`config.mk`:
```
export PLATFORM = sky130hd
export DESIGN_NAME = square_wave_tone_with_duration_core
export DESIGN_NICKNAME = d
export VERILOG_FILES = /design/src/sv/stwd_pkg.sv /design/src/sv/stwd_arith.sv /design/src/sv/square_wave_tone_with_duration_core.sv
export SDC_FILE = /design/constraint.sdc
export NUM_CORES = 1
export LEC_CHECK = 0
export BUFFER_PORTS_ARGS = -buffer_cell sky130_fd_sc_hd__buf_2
export CAP_MARGIN = 20
export CORE_MARGIN = 8
export CORE_UTILIZATION = 60
export CTS_BUF_LIST = sky130_fd_sc_hd__clkbuf_4 sky130_fd_sc_hd__clkbuf_8
export DETAILED_ROUTE_END_ITERATION = 7
export GPL_TIMING_DRIVEN = 1
export PLACE_DENSITY = 0.78
export SLEW_MARGIN = 0
export SYNTH_ARGS = -nofsm -noshare
export SYNTH_HDL_FRONTEND = slang
export SYNTH_SLANG_ARGS = --single-unit
```
`constraint.sdc`:
```
create_clock -name clk_i -period 5.1 [get_ports clk_i]
set_clock_uncertainty 0.05 [all_clocks]
set_input_delay 0.51 -clock clk_i [delete_from_list [all_inputs] [get_ports clk_i]]
set_output_delay 0.51 -clock clk_i [all_outputs]
set_load 0.02 [all_outputs]
```
`src/sv/stwd_pkg.sv`:
```
package stwd_pkg;

  // Counter width for half period, tone and duration counts
  localparam int CounterBits = 16;

  // Field widths
  localparam int ClockHzWidth  = 24;
  localparam int TicksWidth    = 16;
  localparam int DurationWidth = 16;
  localparam int FreqWidth     = 15;
  localparam int CfgIndexWidth = 3;
  localparam int CfgDataWidth  = ClockHzWidth;

  // Shared unit widths: divisor is 4 * freq, product is ms * ticks
  localparam int DivisorWidth = FreqWidth + 2;
  localparam int WordWidth    = 32;
  localparam int DivSteps     = ClockHzWidth;
  localparam int MulSteps     = DurationWidth;
  localparam int StepBits     = $clog2(DivSteps);

  // Register reset values
  localparam logic [ClockHzWidth-1:0]  ClockHzReset     = 24'd750000;
  localparam logic [TicksWidth-1:0]    TicksPerMsReset  = 16'd375;
  localparam logic [DurationWidth-1:0] MaxDurationReset = 16'd174;
  localparam logic [FreqWidth-1:0]     MinFreqReset     = 15'd3;
  localparam logic [FreqWidth-1:0]     MaxFreqReset     = 15'd20000;

  // Register indexes
  localparam logic [CfgIndexWidth-1:0] CfgClockHz     = 3'd0;
  localparam logic [CfgIndexWidth-1:0] CfgTicksPerMs  = 3'd1;
  localparam logic [CfgIndexWidth-1:0] CfgMaxDuration = 3'd2;
  localparam logic [CfgIndexWidth-1:0] CfgMinFreq     = 3'd3;
  localparam logic [CfgIndexWidth-1:0] CfgMaxFreq     = 3'd4;

  // Item modes
  localparam logic [1:0] ModeTick  = 2'd0;
  localparam logic [1:0] ModeStart = 2'd1;
  localparam logic [1:0] ModeQuiet = 2'd2;

  typedef enum logic {
    OpDiv,
    OpMul
  } arith_op_e;

  typedef enum logic [1:0] {
    StIdle,
    StDiv,
    StMul,
    StFin
  } state_e;

  typedef struct packed {
    logic                     [1:0] mode;
    logic signed              [15:0] tone_freq;
    logic [DurationWidth-1:0] duration_ms;
  } in_item_t;

  typedef struct packed {
    logic speaker_level;
    logic tone_active;
    logic duration_running;
    logic request_rejected;
  } out_item_t;

  typedef struct packed {
    logic                    start;
    arith_op_e               op;
    logic [WordWidth-1:0]    operand_a;
    logic [DivisorWidth-1:0] operand_b;
  } arith_cmd_t;

  typedef struct packed {
    logic                 done;
    logic [WordWidth-1:0] result;
  } arith_rsp_t;

endpackage

```
`src/sv/stwd_arith.sv`:
```
module stwd_arith (
  input  logic               clk_i,
  input  logic               rst_ni,
  input  stwd_pkg::arith_cmd_t cmd_i,
  output stwd_pkg::arith_rsp_t rsp_o
);

  localparam int WW = stwd_pkg::WordWidth;
  localparam int DW = stwd_pkg::DivisorWidth;
  localparam int CW = stwd_pkg::ClockHzWidth;
  localparam int MW = stwd_pkg::MulSteps;
  localparam int SB = stwd_pkg::StepBits;

  logic                busy_q, busy_d;
  logic                done_q, done_d;
  stwd_pkg::arith_op_e op_q, op_d;
  logic [SB-1:0]       cnt_q, cnt_d;
  logic [DW-1:0]       rem_q, rem_d;
  logic [WW-1:0]       work_q, work_d;
  logic [DW-1:0]       opb_q, opb_d;
  logic [WW-1:0]       acc_q, acc_d;

  logic [WW-1:0]       add_a, add_b;
  logic                add_sub;
  logic [WW:0]         sum;
  logic                no_borrow;

  // Shared adder: trial subtract for divide, shift-add for multiply
  always_comb begin
    if (op_q == stwd_pkg::OpDiv) begin
      add_a   = {{(WW-DW-1){1'b0}}, rem_q, work_q[CW-1]};
      add_b   = {{(WW-DW){1'b0}}, opb_q};
      add_sub = 1'b1;
    end else begin
      add_a   = {acc_q[WW-2:0], 1'b0};
      add_b   = work_q[MW-1] ? {{(WW-DW){1'b0}}, opb_q} : '0;
      add_sub = 1'b0;
    end
    sum       = {1'b0, add_a} + {1'b0, add_b ^ {WW{add_sub}}} + {{WW{1'b0}}, add_sub};
    no_borrow = sum[WW];
  end

  // Step sequencing
  always_comb begin
    busy_d = busy_q;
    op_d   = op_q;
    cnt_d  = cnt_q;
    rem_d  = rem_q;
    work_d = work_q;
    opb_d  = opb_q;
    acc_d  = acc_q;
    done_d = 1'b0;
    if (cmd_i.start) begin
      busy_d = 1'b1;
      op_d   = cmd_i.op;
      cnt_d  = (cmd_i.op == stwd_pkg::OpDiv) ? SB'(stwd_pkg::DivSteps - 1) : SB'(MW - 1);
      rem_d  = '0;
      work_d = cmd_i.operand_a;
      opb_d  = cmd_i.operand_b;
      acc_d  = '0;
    end else if (busy_q) begin
      if (op_q == stwd_pkg::OpDiv) begin
        rem_d  = no_borrow ? sum[DW-1:0] : {rem_q[DW-2:0], work_q[CW-1]};
        work_d = {work_q[WW-2:0], no_borrow};
      end else begin
        acc_d  = sum[WW-1:0];
        work_d = {work_q[WW-2:0], 1'b0};
      end
      cnt_d = cnt_q - SB'(1);
      if (cnt_q == '0) begin
        busy_d = 1'b0;
        done_d = 1'b1;
      end
    end
  end

  always_ff @(posedge clk_i or negedge rst_ni) begin
    if (!rst_ni) begin
      busy_q <= 1'b0;
      done_q <= 1'b0;
      op_q   <= stwd_pkg::OpDiv;
      cnt_q  <= '0;
    end else begin
      busy_q <= busy_d;
      done_q <= done_d;
      op_q   <= op_d;
      cnt_q  <= cnt_d;
    end
  end

  always_ff @(posedge clk_i) begin
    rem_q  <= rem_d;
    work_q <= work_d;
    opb_q  <= opb_d;
    acc_q  <= acc_d;
  end

  assign rsp_o.done   = done_q;
  assign rsp_o.result = (op_q == stwd_pkg::OpDiv) ? {{(WW-CW){1'b0}}, work_q[CW-1:0]} : acc_q;

endmodule

```
`src/sv/square_wave_tone_with_duration_core.sv`:
```
// Square wave tone generator with a millisecond duration one-shot. Every input
// item gives exactly one status result. Tick, quiet, unused-mode and rejected
// start items are answered straight from the idle state. An accepted start
// holds the input through accept, 24 divide steps for clock_hz / (4 * freq),
// the quotient hand-over, 16 multiply steps for duration_ms * ticks_per_ms,
// the product hand-over (all through the single shared adder in stwd_arith)
// and the counter load and result post. The input stalls while a start is in
// progress and while a finished result is not yet taken. The user must write
// the configuration registers through cfg_we_i only while the block is idle;
// the block does not enforce this. They take effect on the next start.
module square_wave_tone_with_duration_core (
  input  logic                                  clk_i,
  input  logic                                  rst_ni,
  input  logic                                  cfg_we_i,
  input  logic [stwd_pkg::CfgIndexWidth-1:0]    cfg_index_i,
  input  logic [stwd_pkg::CfgDataWidth-1:0]     cfg_wdata_i,
  input  logic                                  in_valid_i,
  output logic                                  in_stall_o,
  input  stwd_pkg::in_item_t                    in_data_i,
  output logic                                  out_valid_o,
  input  logic                                  out_stall_i,
  output stwd_pkg::out_item_t                   out_data_o
);

  localparam int CB = stwd_pkg::CounterBits;
  localparam int DW = stwd_pkg::DurationWidth;
  localparam int FW = stwd_pkg::FreqWidth;
  localparam int WW = stwd_pkg::WordWidth;
  localparam int CW = stwd_pkg::ClockHzWidth;

  // Configuration registers
  logic [CW-1:0]                   clock_hz_q;
  logic [stwd_pkg::TicksWidth-1:0] ticks_per_ms_q;
  logic [DW-1:0]                   max_duration_q;
  logic [FW-1:0]                   min_freq_q;
  logic [FW-1:0]                   max_freq_q;

  always_ff @(posedge clk_i or negedge rst_ni) begin
    if (!rst_ni) begin
      clock_hz_q     <= stwd_pkg::ClockHzReset;
      ticks_per_ms_q <= stwd_pkg::TicksPerMsReset;
      max_duration_q <= stwd_pkg::MaxDurationReset;
      min_freq_q     <= stwd_pkg::MinFreqReset;
      max_freq_q     <= stwd_pkg::MaxFreqReset;
    end else if (cfg_we_i) begin
      case (cfg_index_i)
        stwd_pkg::CfgClockHz:     clock_hz_q     <= cfg_wdata_i[CW-1:0];
        stwd_pkg::CfgTicksPerMs:  ticks_per_ms_q <= cfg_wdata_i[stwd_pkg::TicksWidth-1:0];
        stwd_pkg::CfgMaxDuration: max_duration_q <= cfg_wdata_i[DW-1:0];
        stwd_pkg::CfgMinFreq:     min_freq_q     <= cfg_wdata_i[FW-1:0];
        stwd_pkg::CfgMaxFreq:     max_freq_q     <= cfg_wdata_i[FW-1:0];
        default: ;
      endcase
    end
  end

  // Tone state
  stwd_pkg::state_e    state_q, state_d;
  logic [CB-1:0]       half_period_q, half_period_d;
  logic [CB-1:0]       tone_count_q, tone_count_d;
  logic [CB-1:0]       dur_count_q, dur_count_d;
  logic                wave_q, wave_d;
  logic                tone_on_q, tone_on_d;
  logic                dur_on_q, dur_on_d;
  logic [CB-1:0]       hp_new_q, hp_new_d;
  logic [DW-1:0]       ms_q, ms_d;
  logic                out_valid_q, out_valid_d;
  stwd_pkg::out_item_t out_q, out_d;

  stwd_pkg::arith_cmd_t arith_cmd;
  stwd_pkg::arith_rsp_t arith_rsp;

  logic          in_xfer;
  logic          out_free;
  logic          freq_pos;
  logic          reject;
  logic [DW-1:0] ms_clamped;
  logic [CB-1:0] hp_sat;
  logic [CB-1:0] dc_sat;
  logic          load_out;
  logic          rej_flag;

  assign out_free = !out_valid_q || !out_stall_i;
  assign in_xfer  = in_valid_i && !in_stall_o;

  // Start checks and clamps
  always_comb begin
    freq_pos   = !in_data_i.tone_freq[15] && (in_data_i.tone_freq != '0);
    reject     = !freq_pos || (in_data_i.tone_freq[FW-1:0] < min_freq_q) ||
                 (in_data_i.tone_freq[FW-1:0] > max_freq_q) || (in_data_i.duration_ms == '0);
    ms_clamped = (in_data_i.duration_ms > max_duration_q) ? max_duration_q
                                                          : in_data_i.duration_ms;
  end

  // Saturate quotient and product to the counter width; a zero quotient becomes 1
  always_comb begin
    if (arith_rsp.result[WW-1:CB] != '0) begin
      hp_sat = '1;
    end else if (arith_rsp.result[CB-1:0] == '0) begin
      hp_sat = CB'(1);
    end else begin
      hp_sat = arith_rsp.result[CB-1:0];
    end
    dc_sat = (arith_rsp.result[WW-1:CB] != '0) ? '1 : arith_rsp.result[CB-1:0];
  end

  // Next state
  always_comb begin
    state_d = state_q;
    case (state_q)
      stwd_pkg::StIdle: begin
        if (in_xfer && (in_data_i.mode == stwd_pkg::ModeStart) && !reject) begin
          state_d = stwd_pkg::StDiv;
        end
      end
      stwd_pkg::StDiv: begin
        if (arith_rsp.done) state_d = stwd_pkg::StMul;
      end
      stwd_pkg::StMul: begin
        if (arith_rsp.done) state_d = stwd_pkg::StFin;
      end
      stwd_pkg::StFin: begin
        if (out_free) state_d = stwd_pkg::StIdle;
      end
      default: state_d = stwd_pkg::StIdle;
    endcase
  end

  // Sequencer outputs: input stall and shared unit commands
  always_comb begin
    in_stall_o          = (state_q != stwd_pkg::StIdle) || !out_free;
    arith_cmd.start     = 1'b0;
    arith_cmd.op        = stwd_pkg::OpDiv;
    arith_cmd.operand_a = {{(WW-CW){1'b0}}, clock_hz_q};
    arith_cmd.operand_b = {in_data_i.tone_freq[FW-1:0], 2'b00};
    case (state_q)
      stwd_pkg::StIdle: begin
        arith_cmd.start = in_xfer && (in_data_i.mode == stwd_pkg::ModeStart) && !reject;
      end
      stwd_pkg::StDiv: begin
        arith_cmd.start     = arith_rsp.done;
        arith_cmd.op        = stwd_pkg::OpMul;
        arith_cmd.operand_a = {{(WW-DW){1'b0}}, ms_q};
        arith_cmd.operand_b = {1'b0, ticks_per_ms_q};
      end
      default: ;
    endcase
  end

  // Tone datapath and result
  always_comb begin
    half_period_d = half_period_q;
    tone_count_d  = tone_count_q;
    dur_count_d   = dur_count_q;
    wave_d        = wave_q;
    tone_on_d     = tone_on_q;
    dur_on_d      = dur_on_q;
    hp_new_d      = hp_new_q;
    ms_d          = ms_q;
    load_out      = 1'b0;
    rej_flag      = 1'b0;
    case (state_q)
      stwd_pkg::StIdle: begin
        if (in_xfer) begin
          case (in_data_i.mode)
            stwd_pkg::ModeTick: begin
              load_out = 1'b1;
              if (tone_on_q) begin
                if (tone_count_q > CB'(1)) begin
                  tone_count_d = tone_count_q - CB'(1);
                end else begin
                  wave_d       = !wave_q;
                  tone_count_d = half_period_q;
                end
              end
              if (dur_on_q) begin
                if (dur_count_q > CB'(1)) begin
                  dur_count_d = dur_count_q - CB'(1);
                end else begin
                  dur_count_d = '0;
                  dur_on_d    = 1'b0;
                end
              end
            end
            stwd_pkg::ModeStart: begin
              if (reject) begin
                load_out = 1'b1;
                rej_flag = 1'b1;
              end else begin
                ms_d = ms_clamped;
              end
            end
            stwd_pkg::ModeQuiet: begin
              load_out      = 1'b1;
              half_period_d = '0;
              tone_count_d  = '0;
              dur_count_d   = '0;
              wave_d        = 1'b0;
              tone_on_d     = 1'b0;
              dur_on_d      = 1'b0;
            end
            default: load_out = 1'b1;
          endcase
        end
      end
      stwd_pkg::StDiv: begin
        if (arith_rsp.done) hp_new_d = hp_sat;
      end
      stwd_pkg::StFin: begin
        if (out_free) begin
          load_out      = 1'b1;
          half_period_d = hp_new_q;
          tone_count_d  = hp_new_q;
          wave_d        = 1'b0;
          tone_on_d     = 1'b1;
          dur_count_d   = dc_sat;
          dur_on_d      = (dc_sat != '0);
        end
      end
      default: ;
    endcase

    out_d = out_q;
    if (load_out) begin
      out_d.speaker_level    = wave_d & tone_on_d;
      out_d.tone_active      = tone_on_d;
      out_d.duration_running = dur_on_d;
      out_d.request_rejected = rej_flag;
    end

    // Output register holds until the transfer completes
    if (load_out) begin
      out_valid_d = 1'b1;
    end else if (!out_stall_i) begin
      out_valid_d = 1'b0;
    end else begin
      out_valid_d = out_valid_q;
    end
  end

  always_ff @(posedge clk_i or negedge rst_ni) begin
    if (!rst_ni) begin
      state_q       <= stwd_pkg::StIdle;
      half_period_q <= '0;
      tone_count_q  <= '0;
      dur_count_q   <= '0;
      wave_q        <= 1'b0;
      tone_on_q     <= 1'b0;
      dur_on_q      <= 1'b0;
      out_valid_q   <= 1'b0;
    end else begin
      state_q       <= state_d;
      half_period_q <= half_period_d;
      tone_count_q  <= tone_count_d;
      dur_count_q   <= dur_count_d;
      wave_q        <= wave_d;
      tone_on_q     <= tone_on_d;
      dur_on_q      <= dur_on_d;
      out_valid_q   <= out_valid_d;
    end
  end

  always_ff @(posedge clk_i) begin
    hp_new_q <= hp_new_d;
    ms_q     <= ms_d;
    out_q    <= out_d;
  end

  stwd_arith u_arith (
    .clk_i  (clk_i),
    .rst_ni (rst_ni),
    .cmd_i  (arith_cmd),
    .rsp_o  (arith_rsp)
  );

  assign out_valid_o = out_valid_q;
  assign out_data_o  = out_q;

endmodule

```
==> metrics.log, run 1 <==
[metrics] leading post-synthesis cells by cell area: dfrtp_1 (20%), edfxtp_1 (15%), mux2_2 (6.6%)
[metrics] clock tree sinks: 274
[metrics] area share of the largest cell type after synthesis: 19.72%
[metrics] average via count per standard cell: 6.125
[metrics] Pwr Density: 625.4 mW/mm²
[metrics] antenna violations before repair: 0
[metrics] number of top-level design ports: 72
[metrics] DP HPWL: 27.32 mm
[metrics] top_reg_cell synth: dfrtp_1
[metrics] H-Tree Level Count: 2
[metrics] CTS clk-pin slew, worst paths: 70 ps
[metrics] sequential-to-total area share from yosys stat: 46.57%
[metrics] DRC violations left: 0
[metrics] vias post-DR: 12400
[metrics] maximum vdd ir drop: 398.5 µV
[metrics] total non-filler cell area in the finished layout: 0.01685 mm²
[metrics] hold path startpoint: cfg_wdata_i[22]
[metrics] Ant. Diodes: 0
[metrics] fraction of final layout cells with drive strength greater than 1: 19.41%
[metrics] global route total overflow: 0
[metrics] Die Outline Area: 0.03050 mm²
[metrics] Hold/Removal Path Class: primary input to flip-flop
[metrics] Sw Ratio: 42.43%
[metrics] nets in the synthesized netlist: 1732
[metrics] filler cell count: 1967
[metrics] crit path capture type: flip-flop
[metrics] upper clock frequency limit: 235.9 MHz
[metrics] Final Hold Vio Count: 0
[metrics] area of the mapped netlist: 0.01510 mm²
[metrics] pin count of the biggest net entering global routing: 83
[metrics] starting utilization of the core area: 60.50%
[metrics] cell taking the most area after synthesis: dfrtp_1
[metrics] post-DR wirelength/cell: 19.34 µm
[metrics] Iter 0 DRT Violations: 1071
[metrics] placeable core region: 0.02496 mm²
[metrics] actual transition at the worst max-transition pin: 933.1 ps
[metrics] Setup TNS: 0 ps
[metrics] met3 layer wire length in the routed design: 2.417 mm
[metrics] die span in y: 174.7 µm
[metrics] Worst setup startpoint: u_arith.op_q
[metrics] amount of wire on met2 after detailed routing: 18.19 mm
[metrics] combinational power share: 45.5%
[metrics] final setup violation count: 0
[metrics] element type at the critical path start: flip-flop
[metrics] category of the most critical setup path: flip-flop to flip-flop
[metrics] cell total after placement: 1933
[metrics] Final Total Pwr: 10540 µW
[metrics] post-synthesis sequential element count: 274
[metrics] number of flops mapped to enable cells by yosys: 77
[metrics] mean instance size in the synthesized netlist: 9.474 µm²
[metrics] run status: complete, no violations
[metrics] Post-DP Area: 0.01574 mm²
[metrics] max-capacitance violation count: 0
[metrics] final max-slew violation count: 0
[metrics] Max-slew headroom: 37.64%
[metrics] FF+latch area: 0.007034 mm²
[metrics] non-filler instance count after layout: 2025
[metrics] routed length on met1: 17.13 mm
[metrics] fraction of registers with async set or reset after synthesis: 54.01%
[metrics] data required time at the worst endpoint: 5500 ps
[metrics] top sig layer: met4
[metrics] Register-to-Register Setup Slack: 860 ps
[metrics] critical path peak fanout: 29
[metrics] switching power of the nets: 4472 µW
[metrics] Root Buffer Master: clkbuf_8
[metrics] number of port buffers: 71
[metrics] setup fix buffers added after clock tree synthesis: 0
[metrics] via count of the first global-routing pass: 12280
[metrics] Synth top cells by count: nand2_1 (212), o21ai_0 (173), dfrtp_1 (119)
[metrics] area growth from synthesis to final layout: 11.60%
[metrics] DRT Pass-1 Iters: 5
[metrics] final critical path time including I/O delays and setup: 4239 ps
[metrics] post-synthesis cell type count: 73
[metrics] area of the multi-input gates: 0.007437 mm²
[metrics] final wirelength: 39.16 mm
[metrics] worst endpoint data arrival time: 4640 ps
[metrics] origin of the critical flop-to-flop path: u_arith.op_q
[metrics] instance count of the mapped netlist: 1594
[metrics] post-route ant nets: 0
[metrics] placer congestion estimate: 0.9279
[metrics] cell internal power dissipation: 6068 µW
[metrics] global routing usage summed across all routing layers: 25.48%
[metrics] share of total power in the clock network: 20.9%
[metrics] total clock buffers created by CTS: 47
[metrics] nets@finish: 1794
[metrics] later-pin clock latency in the skew report: 570 ps
[metrics] Die X: 174.7 µm
[metrics] maximum buffer depth of the clock tree: 3
[metrics] RSZ-0062 raised after global routing: no
[metrics] clock tree from TritonCTS: yes
[metrics] most numerous cell in the Yosys netlist: nand2_1
[metrics] count of warnings emitted by yosys: 0
[metrics] register share of total power: 33.6%
[metrics] Leak: 0.007072 µW
[metrics] Final Cycle Share: 83.12%
[metrics] total number of placement rows: 58
[metrics] first-pass GRT wire length: 63.41 mm
-- layer usage --
metal | GRT usage [%] | vias up
li1 | - | 5853
met4 | 10.24 | 0
met3 | 4.511 | 104
met1 | 33.81 | 5977
met5 | 0 | -
met2 | 40.88 | 469
-- flip-flops by register name, summed over array words and instances, names as in the netlist, 17 cells and up --
register / flops
u_arith.rem_q: 17
u_arith.opb_q: 17
u_arith.acc_q: 32
u_arith.work_q: 24
clock_hz_q: 24
-- final timing paths --
| check | end | depth (start not counted) |
|---|---|---|
| worst max-delay path | u_arith.rem_q[10] | 10 |
| worst min-delay path | clock_hz_q[22] | 2 |
| worst max register to register | u_arith.rem_q[10] | 10 |
| worst min register to register | u_arith.acc_q[0] | 2 |
| max in group asynchronous | clock_hz_q[2] | 3 |
| min in group asynchronous | u_arith.cnt_q[1] | 2 |
-- worst max-delay path: stages (launching register included) --
cell,delay (ps)
dfrtp_2,660
and2_1,570
nand2_1,100
o21ai_0,100
ha_1,290
nand4_1,170
or4_4,460
o32ai_4,730
and2_1,610
nor2_1,90
o311a_1,300
-- power by group through the flow --
stage / clock, µW / sequential [µW] / combinational (µW)
after floorplan: 0 / 3370 / 3620
after global placement: 0 / 3520 / 4570
after detailed placement: 0 / 3550 / 4690
after CTS: 2240 / 3520 / 4710
after global routing: 2330 / 3610 / 5330
final: 2200 / 3540 / 4800
-- logic make-up after synthesis --
| logic type | synth area share (%) |
|---|---|
| DFF | 46.57 |
| and+or+nand+nor | 15.29 |
| AOI/OAI and AO/OA | 17.02 |
| buffers and inverters | 4.333 |
| muxes | 8.683 |
| adders and majority gates | 6.015 |
| xor gates and xnor gates | 2.088 |
-- per-stage QoR --
stage	setup WS, ps	hold slack [ps]	util (%)
6_report	860.9	123.5	67.51
5_1_grt	562.1	102.8	67.51
4_1_cts	912.8	93.66	67.35
3_5_place_dp	922.0	410.8	63.06
3_3_place_gp	980.9	407.7	63.06
2_1_floorplan	1212	164.4	-
-- cells in the final DEF, fill, tap and decap left out, drive strengths merged, types with 49 or more instances in the layout --
cell type	count
clkbuf	74
nand2	212
a21oi	104
mux2	88
ha	71
o21ai	174
dfrtp	119
dfxtp	49
inv	86
buf	96
edfxtp	77
nor2	109
-- what timing repair did --
action                                 in CTS  in global routing
endpoints found under the hold margin      21                  0
gates resized for setup                     0                  0
hold buffers                                1                  0
-- cell type report --
cell class / instances / share of cell area, %
Multi-Input combinational cell: 1151 / 44.13
Sequential cell: 274 / 41.74
Inverter: 85 / 1.893
Clock inverter: 14 / 0.8760
Tap cell: 330 / 2.450
Timing Repair Buffer: 97 / 3.504
Clock buffer: 74 / 5.412
No activity file was read; power rests on OpenSTA's default activity.
==> inputs of run 2 (changes only) <==
--- a/config.mk
+++ b/config.mk
@@ -8,11 +8,11 @@
 export BUFFER_PORTS_ARGS = -buffer_cell sky130_fd_sc_hd__buf_2
 export CAP_MARGIN = 20
 export CORE_MARGIN = 8
-export CORE_UTILIZATION = 60
+export CORE_UTILIZATION = 58
 export CTS_BUF_LIST = sky130_fd_sc_hd__clkbuf_4 sky130_fd_sc_hd__clkbuf_8
 export DETAILED_ROUTE_END_ITERATION = 7
 export GPL_TIMING_DRIVEN = 1
-export PLACE_DENSITY = 0.78
+export PLACE_DENSITY = 0.79
 export SLEW_MARGIN = 0
 export SYNTH_ARGS = -nofsm -noshare
 export SYNTH_HDL_FRONTEND = slang
==> constraint.sdc (replaced) <==
create_clock -name clk_i -period 3.8 [get_ports clk_i]
set_clock_uncertainty 0.05 [all_clocks]
set_input_delay 0.38 -clock clk_i [delete_from_list [all_inputs] [get_ports clk_i]]
set_output_delay 0.38 -clock clk_i [all_outputs]
set_load 0.02 [all_outputs]
==> run 2 against run 1 <==
- the flow now finishes with violations (design-rule violations)
- register-to-register slack worse by 570 ps
- setup slack worse by 570 ps
- maximum frequency is 21% higher
- design area is 1.2% higher
- via count is 0.17% lower
- first-iteration DRC count is 23% higher
- sequential share of layout area is 0.48 points lower
==> metrics.log, run 2 (synthesized netlist as in run 1, its figures left out) <==
[metrics] run status: finished, violations left
[metrics] violated checks: design-rule violations
[metrics] clock tree from TritonCTS: yes
[metrics] actual transition at the worst max-transition pin: 901.7 ps (-31.39 ps)
[metrics] DRT Pass-1 Iters: 8 (+3)
[metrics] Hold/Removal Path Class: primary input to flip-flop
[metrics] fraction of final layout cells with drive strength greater than 1: 20.27% (+0.86 points)
[metrics] global routing usage summed across all routing layers: 24.50% (-0.98 points)
[metrics] upper clock frequency limit: 284.7 MHz (+21%)
[metrics] grt met3 use: 3.851% (-0.66 points)
[metrics] Regs by FF count: u_arith.acc_q x32, clock_hz_q x24, u_arith.work_q x24
[metrics] maximum buffer depth of the clock tree: 3 (unchanged)
[metrics] Pwr Density: 824.2 mW/mm² (+32%)
[metrics] DP HPWL: 27.15 mm (-0.61%)
[metrics] placer congestion estimate: 0.9320 (+0.44%)
[metrics] Leak: 0.007179 µW (+1.5%)
[metrics] maximum vdd ir drop: 423.2 µV (+6.2%)
[metrics] Post-DP Area: 0.01594 mm² (+1.2%)
[metrics] register with the highest flop count: u_arith.acc_q
[metrics] Final Cycle Share: 92.43% (+9.3 points)
[metrics] setup fix buffers added after clock tree synthesis: 0 (unchanged)
[metrics] Ant. Diodes: 0 (unchanged)
[metrics] nets@finish: 1822 (+1.6%)
[metrics] crit path capture type: flip-flop
[metrics] post-DR wirelength/cell: 18.75 µm (-3.1%)
[metrics] via count of the first global-routing pass: 12300 (+0.18%)
[metrics] H-Tree Level Count: 2 (unchanged)
[metrics] final setup violation count: 0 (unchanged)
[metrics] Max-slew headroom: 39.74% (+2.1 points)
[metrics] starting utilization of the core area: 58.45% (-2.0 points)
[metrics] category of the most critical setup path: flip-flop to flip-flop
[metrics] number of port buffers: 71 (unchanged)
[metrics] hold buffer count at CTS: 9 (+8)
[metrics] Die X: 177.4 µm (+1.6%)
[metrics] max reg flops: 32 (unchanged)
[metrics] post-route ant nets: 0 (unchanged)
[metrics] Final Total Pwr: 14050 µW (+33%)
[metrics] global route total overflow: 0 (unchanged)
[metrics] RSZ-0062 raised after global routing: no
[metrics] Iter 0 DRT Violations: 1322 (+23%)
[metrics] CTS clk-pin slew, worst paths: 60 ps (about the same)
[metrics] utilization after layout: 65.99% (-1.5 points)
[metrics] filler cell count: 2026 (+3.0%)
[metrics] met2 GRT Util: 40.52% (-0.35 points)
[metrics] setup ws final: 287.6 ps (-573.3 ps)
[metrics] total clock buffers created by CTS: 47 (unchanged)
[metrics] most common cell after layout, fill and taps aside: nand2_1
[metrics] pin count of the biggest net entering global routing: 90 (+8.4%)
[metrics] total non-filler cell area in the finished layout: 0.01705 mm² (+1.2%)
[metrics] first-pass GRT wire length: 62.66 mm (-1.2%)
[metrics] max-capacitance violation count: 0 (unchanged)
[metrics] number of cells upsized or downsized after cts: 0 (unchanged)
[metrics] critical path peak fanout: 16 (-45%)
[metrics] die span in y: 177.4 µm (+1.6%)
[metrics] antenna violations before repair: 0 (unchanged)
[metrics] final critical path time including I/O delays and setup: 3512 ps (-726.7 ps)
[metrics] DP Worst Slack: 327.7 ps (-594.3 ps)
[metrics] commonest cells after routing, fill and taps aside: nand2_1 (212), o21ai_0 (173), dfrtp_1 (118), nor2_1 (107), a21oi_1 (104)
[metrics] average via count per standard cell: 6.019 (-1.7%)
[metrics] final max-slew violation count: 0 (unchanged)
[metrics] Setup TNS: 0 ps (unchanged)
[metrics] number of top-level design ports: 72 (unchanged)
[metrics] worst endpoint data arrival time: 3900 ps (-740 ps)
[metrics] Die Outline Area: 0.03146 mm² (+3.1%)
[metrics] placeable core region: 0.02584 mm² (+3.5%)
[metrics] later-pin clock latency in the skew report: 580 ps (about the same)
[metrics] clock tree sinks: 274 (unchanged)
[metrics] met1 layer usage reported by global route: 32.45% (-1.4 points)
[metrics] Root Buffer Master: clkbuf_8
[metrics] DRC violations left: 27 (+27)
[metrics] vias post-DR: 12380 (-0.17%)
[metrics] total number of placement rows: 59 (+1.7%)
[metrics] busiest metal layer after global routing: met2
[metrics] Final Hold Vio Count: 0 (unchanged)
[metrics] area growth from synthesis to final layout: 12.90%
[metrics] element type at the critical path start: flip-flop
[metrics] data required time at the worst endpoint: 4190 ps (-1310 ps)
[metrics] final wirelength: 38.57 mm (-1.5%)
-- run 2: changes by cell type in the layout (fill, tap and decap cells not counted), sizes merged --
cell / before / now
dlygate4sd3: 1 / 9
clkinvlp: 0 / 2
clkbuf: 74 / 73
bufinv: 3 / 1
buf: 96 / 116
-- run 2: critical path, stage by stage, from the launching register on --
cell,delay [ps]
dfrtp_2,430
buf_4,200
nand2_1,130
o21ai_0,180
fa_1,460
a21o_1,230
a221o_1,360
and2_1,200
o311a_1,310
o41ai_1,440
nor2_1,80
o311a_1,330
-- run 2: final timing paths --
kind,start,endpoint,slack (ps),cells past startpoint
setup / recovery,u_arith.op_q,u_arith.rem_q[10],290,11
hold / removal,cfg_wdata_i[15],max_duration_q[15],40,3
setup reg to reg,u_arith.op_q,u_arith.rem_q[10],290,11
hold reg to reg,u_arith.rem_q[13],u_arith.rem_q[13],420,2
max in group asynchronous,rst_ni,min_freq_q[0],2300,3
min in group asynchronous,rst_ni,clock_hz_q[20],410,2
-- run 2: metrics by stage --
stage | hold slack, ps | instances
after floorplan | 34.41 | 1594
after global placement | 407.4 | 1960
after detailed placement | 413.1 | 1960
after CTS | 21.06 | 2056
after global routing | 68.17 | 2057
final | 41.91 | 2057
-- run 2: report_power, final --
group	leakage [µW]	internal, µW	switching, µW
combinational	0.00376	2500	4040
sequential	0.00288	4010	698
clock	0.000536	1580	1210
-- run 2: layout make-up --
type,instances,area [µm²],share of cell area [%]
inverter,85,319.1,1.871
clock inverter,14,107.6,0.6311
clock buffer,73,898.4,5.269
sequential,274,7034,41.26
tap,335,419.2,2.458
multi-input combinational,1151,7437,43.62
timing repair buffer,125,834.6,4.895
-- run 2: layer usage --
metal | part of all wire [%] | vias to the layer above | wire (µm)
met3 | 6.5 | 80 | 2524
met5 | 0 | - | 0
met1 | 43 | 5930 | 16660
met4 | 2.9 | 0 | 1112
met2 | 47 | 458 | 18270
li1 | - | 5914 | -
==> inputs of run 3 (changes only) <==
--- a/config.mk
+++ b/config.mk
@@ -12,7 +12,7 @@
 export CTS_BUF_LIST = sky130_fd_sc_hd__clkbuf_4 sky130_fd_sc_hd__clkbuf_8
 export DETAILED_ROUTE_END_ITERATION = 7
 export GPL_TIMING_DRIVEN = 1
-export PLACE_DENSITY = 0.79
+export PLACE_DENSITY = 0.77
 export SLEW_MARGIN = 0
 export SYNTH_ARGS = -nofsm -noshare
 export SYNTH_HDL_FRONTEND = slang
==> run 3 against run 2 <==
- the flow now finishes without violations
- first-iteration DRC count decreased by 18%
- maximum frequency fell by 2.4%
- critical path type unchanged
- via count rose by 0.96%
- final cell count barely moved
==> metrics.log, run 3 (synthesized netlist as in run 1, its figures left out) <==
[metrics] run status: complete, no violations
[metrics] Iter 0 DRT Violations: 1085 (-18%)
[metrics] number of port buffers: 71 (unchanged)
[metrics] worst endpoint data arrival time: 3870 ps (-30 ps)
[metrics] share of total power in the clock network: 20.4% (+0.5 points)
[metrics] nets@finish: 1820 (-0.11%)
[metrics] FF+latch area: 0.007034 mm² (unchanged)
[metrics] die span in y: 177.4 µm (unchanged)
[metrics] RSZ-0062 raised after global routing: no
[metrics] Critical Path Max Stage Delay: 470 ps (about the same)
[metrics] hold path startpoint: cfg_wdata_i[21]
[metrics] total non-filler cell area in the finished layout: 0.01706 mm² (about the same)
[metrics] data required time at the worst endpoint: 4080 ps (-110 ps)
[metrics] number of top-level design ports: 72 (unchanged)
[metrics] upper clock frequency limit: 277.9 MHz (-2.4%)
[metrics] area of the multi-input gates: 0.007438 mm² (about the same)
[metrics] Root Buffer Master: clkbuf_8
[metrics] starting utilization of the core area: 58.45% (unchanged)
[metrics] post-route ant nets: 0 (unchanged)
[metrics] Register-to-Register Setup Slack: 200 ps (-90 ps)
[metrics] clock tree from TritonCTS: yes
[metrics] Pwr Density: 831.1 mW/mm² (+0.83%)
[metrics] max reg flops: 32 (unchanged)
[metrics] combinational power share: 46.4% (-0.2 points)
[metrics] antenna violations before repair: 0 (unchanged)
[metrics] final setup violation count: 0 (unchanged)
[metrics] reg2reg end: u_arith.work_q[0]
[metrics] via count of the first global-routing pass: 12450 (+1.3%)
[metrics] Final Hold Vio Count: 0 (unchanged)
[metrics] Worst Hold End: clock_hz_q[21]
[metrics] library cell contributing the largest single delay on the critical path: dfrtp_2
[metrics] Max-slew headroom: 38.21% (-1.5 points)
[metrics] total number of placement rows: 59 (unchanged)
[metrics] most common cell after layout, fill and taps aside: nand2_1
[metrics] total clock buffers created by CTS: 46 (-2.1%)
[metrics] filler cell count: 2086 (+3.0%)
[metrics] critical path peak fanout: 14 (-2)
[metrics] final critical path time including I/O delays and setup: 3598 ps (+85.85 ps)
[metrics] Die X: 177.4 µm (unchanged)
[metrics] Setup TNS: 0 ps (unchanged)
[metrics] DRT Pass-1 Iters: 6 (-2)
[metrics] DRC violations left: 0 (-100%)
[metrics] depth of the worst register-to-register path: 12 (+1)
[metrics] origin of the critical flop-to-flop path: u_arith.op_q
[metrics] register with the highest flop count: u_arith.acc_q
[metrics] cell internal power dissipation: 8223 µW (+1.5%)
[metrics] crit path capture type: flip-flop
[metrics] Ant. Diodes: 0 (unchanged)
[metrics] maximum buffer depth of the clock tree: 3 (unchanged)
[metrics] series of cell instances along the critical path: and2_1, buf_4, nand2_1, o21ai_0, ha_1, a21o_1, a221o_1, a221oi_2, o32ai_4, buf_4, a221o_1, o211a_1
[metrics] tightest hold margin: 35.15 ps (-6.758 ps)
[metrics] Regs by FF count: u_arith.acc_q x32, clock_hz_q x24, u_arith.work_q x24
[metrics] pin count of the biggest net entering global routing: 93 (+3.3%)
[metrics] Sw Ratio: 42.00% (-0.34 points)
[metrics] post-DR wirelength/cell: 18.64 µm (-0.58%)
[metrics] Final Cycle Share: 94.69% (+2.3 points)
[metrics] average via count per standard cell: 6.083 (+1.1%)
[metrics] global routing usage summed across all routing layers: 24.70% (+0.20 points)
[metrics] clock tree sinks: 274 (unchanged)
[metrics] vias post-DR: 12500 (+0.96%)
[metrics] Leak: 0.007171 µW (-0.11%)
[metrics] switching power of the nets: 5955 µW (about the same)
[metrics] commonest cells after routing, fill and taps aside: nand2_1 (212), o21ai_0 (173), dfrtp_1 (118), nor2_1 (107), a21oi_1 (104)
[metrics] placer congestion estimate: 0.9656 (+3.6%)
[metrics] register share of total power: 33.2% (-0.3 points)
[metrics] category of the most critical setup path: flip-flop to flip-flop
[metrics] fraction of final layout cells with drive strength greater than 1: 20.12% (-0.15 points)
[metrics] CTS clk-pin slew, worst paths: 60 ps (about the same)
[metrics] DP HPWL: 27.50 mm (+1.3%)
[metrics] Post-DP Area: 0.01594 mm² (unchanged)
[metrics] Worst Hold Path Cells: 2 (-1)
[metrics] Hold/Removal Path Class: primary input to flip-flop
[metrics] final wirelength: 38.31 mm (-0.68%)
[metrics] H-Tree Level Count: 2 (unchanged)
[metrics] max-capacitance violation count: 0 (unchanged)
[metrics] first-pass GRT wire length: 62.86 mm (+0.32%)
[metrics] setup fix buffers added after clock tree synthesis: 0 (unchanged)
[metrics] Die Outline Area: 0.03146 mm² (unchanged)
[metrics] final max-slew violation count: 0 (unchanged)
[metrics] placeable core region: 0.02584 mm² (unchanged)
[metrics] later-pin clock latency in the skew report: 570 ps (about the same)
[metrics] area growth from synthesis to final layout: 12.97% (about the same)
[metrics] maximum vdd ir drop: 449.5 µV (+6.2%)
[metrics] element type at the critical path start: flip-flop
[metrics] global route total overflow: 0 (unchanged)
[metrics] actual transition at the worst max-transition pin: 926.8 ps (+25.09 ps)
==> run 3: critical path: cells and delay by family, from the launching register on <==
| kind | cells | cell delay (ps) |
|---|---|---|
| simple gates | 2 | 250 |
| compound gates | 7 | 1800 |
| fa+ha+maj | 1 | 380 |
| flops | 1 | 470 |
| buf+inv | 2 | 380 |
==> run 3: through the flow <==
step	std cells	setup WS, ps	power (µW)	util (%)
global route	2055	9.662	15190	66.03
floorplan	1594	3.035	9384	-
detailed placement	1960	260.2	11180	61.69
CTS	2054	238.8	14130	65.97
global placement	1960	339.6	10900	61.69
finish	2055	201.7	14180	66.03
==> run 3: cell type report <==
class,count,area share [%]
well taps,335,2.457
clock inverters,16,1.093
flip-flops and latches,274,41.23
repair buffers,124,4.833
clock buffers,70,4.914
inverters,85,1.870
multi-input cells,1151,43.60
==> run 3: worst max path at each step <==
| stage | start | endpoint | cells past startpoint |
|---|---|---|---|
| global placement | u_arith.op_q | u_arith.work_q[0] | 12 |
| detailed placement | u_arith.op_q | u_arith.work_q[0] | 12 |
| finish | u_arith.op_q | u_arith.work_q[0] | 12 |
| floorplan | u_arith.op_q | u_arith.rem_q[7] | 17 |
| global route | u_arith.op_q | u_arith.acc_q[21] | 12 |
| CTS | u_arith.op_q | u_arith.work_q[0] | 12 |
==> run 3: per-layer routing <==
layer  wire length (µm)  track usage, %  up-vias
met3               2299           3.638      116
li1                   -               -     5910
met5                  0               0        -
met1              16510           31.95     6002
met4               1541           10.87        0
met2              17960           40.78      473
==> run 3: power groups by stage <==
stage                     combinational, µW  sequential (µW)  clock (µW)
after floorplan                        4860             4520           0
after global placement                 6210             4700           0
after detailed placement               6450             4730           0
after CTS                              6490             4690        2950
after global routing                   7300             4810        3080
final                                  6580             4710        2890
==> run 3: repair_timing <==
| item | 4_1_cts | 5_1_grt |
|---|---|---|
| hold endpoints to repair | 88 | 0 |
| setup endpoints to repair | 0 | 1 |
| gates resized for setup | 0 | 1 |
| hold buffers | 8 | 0 |
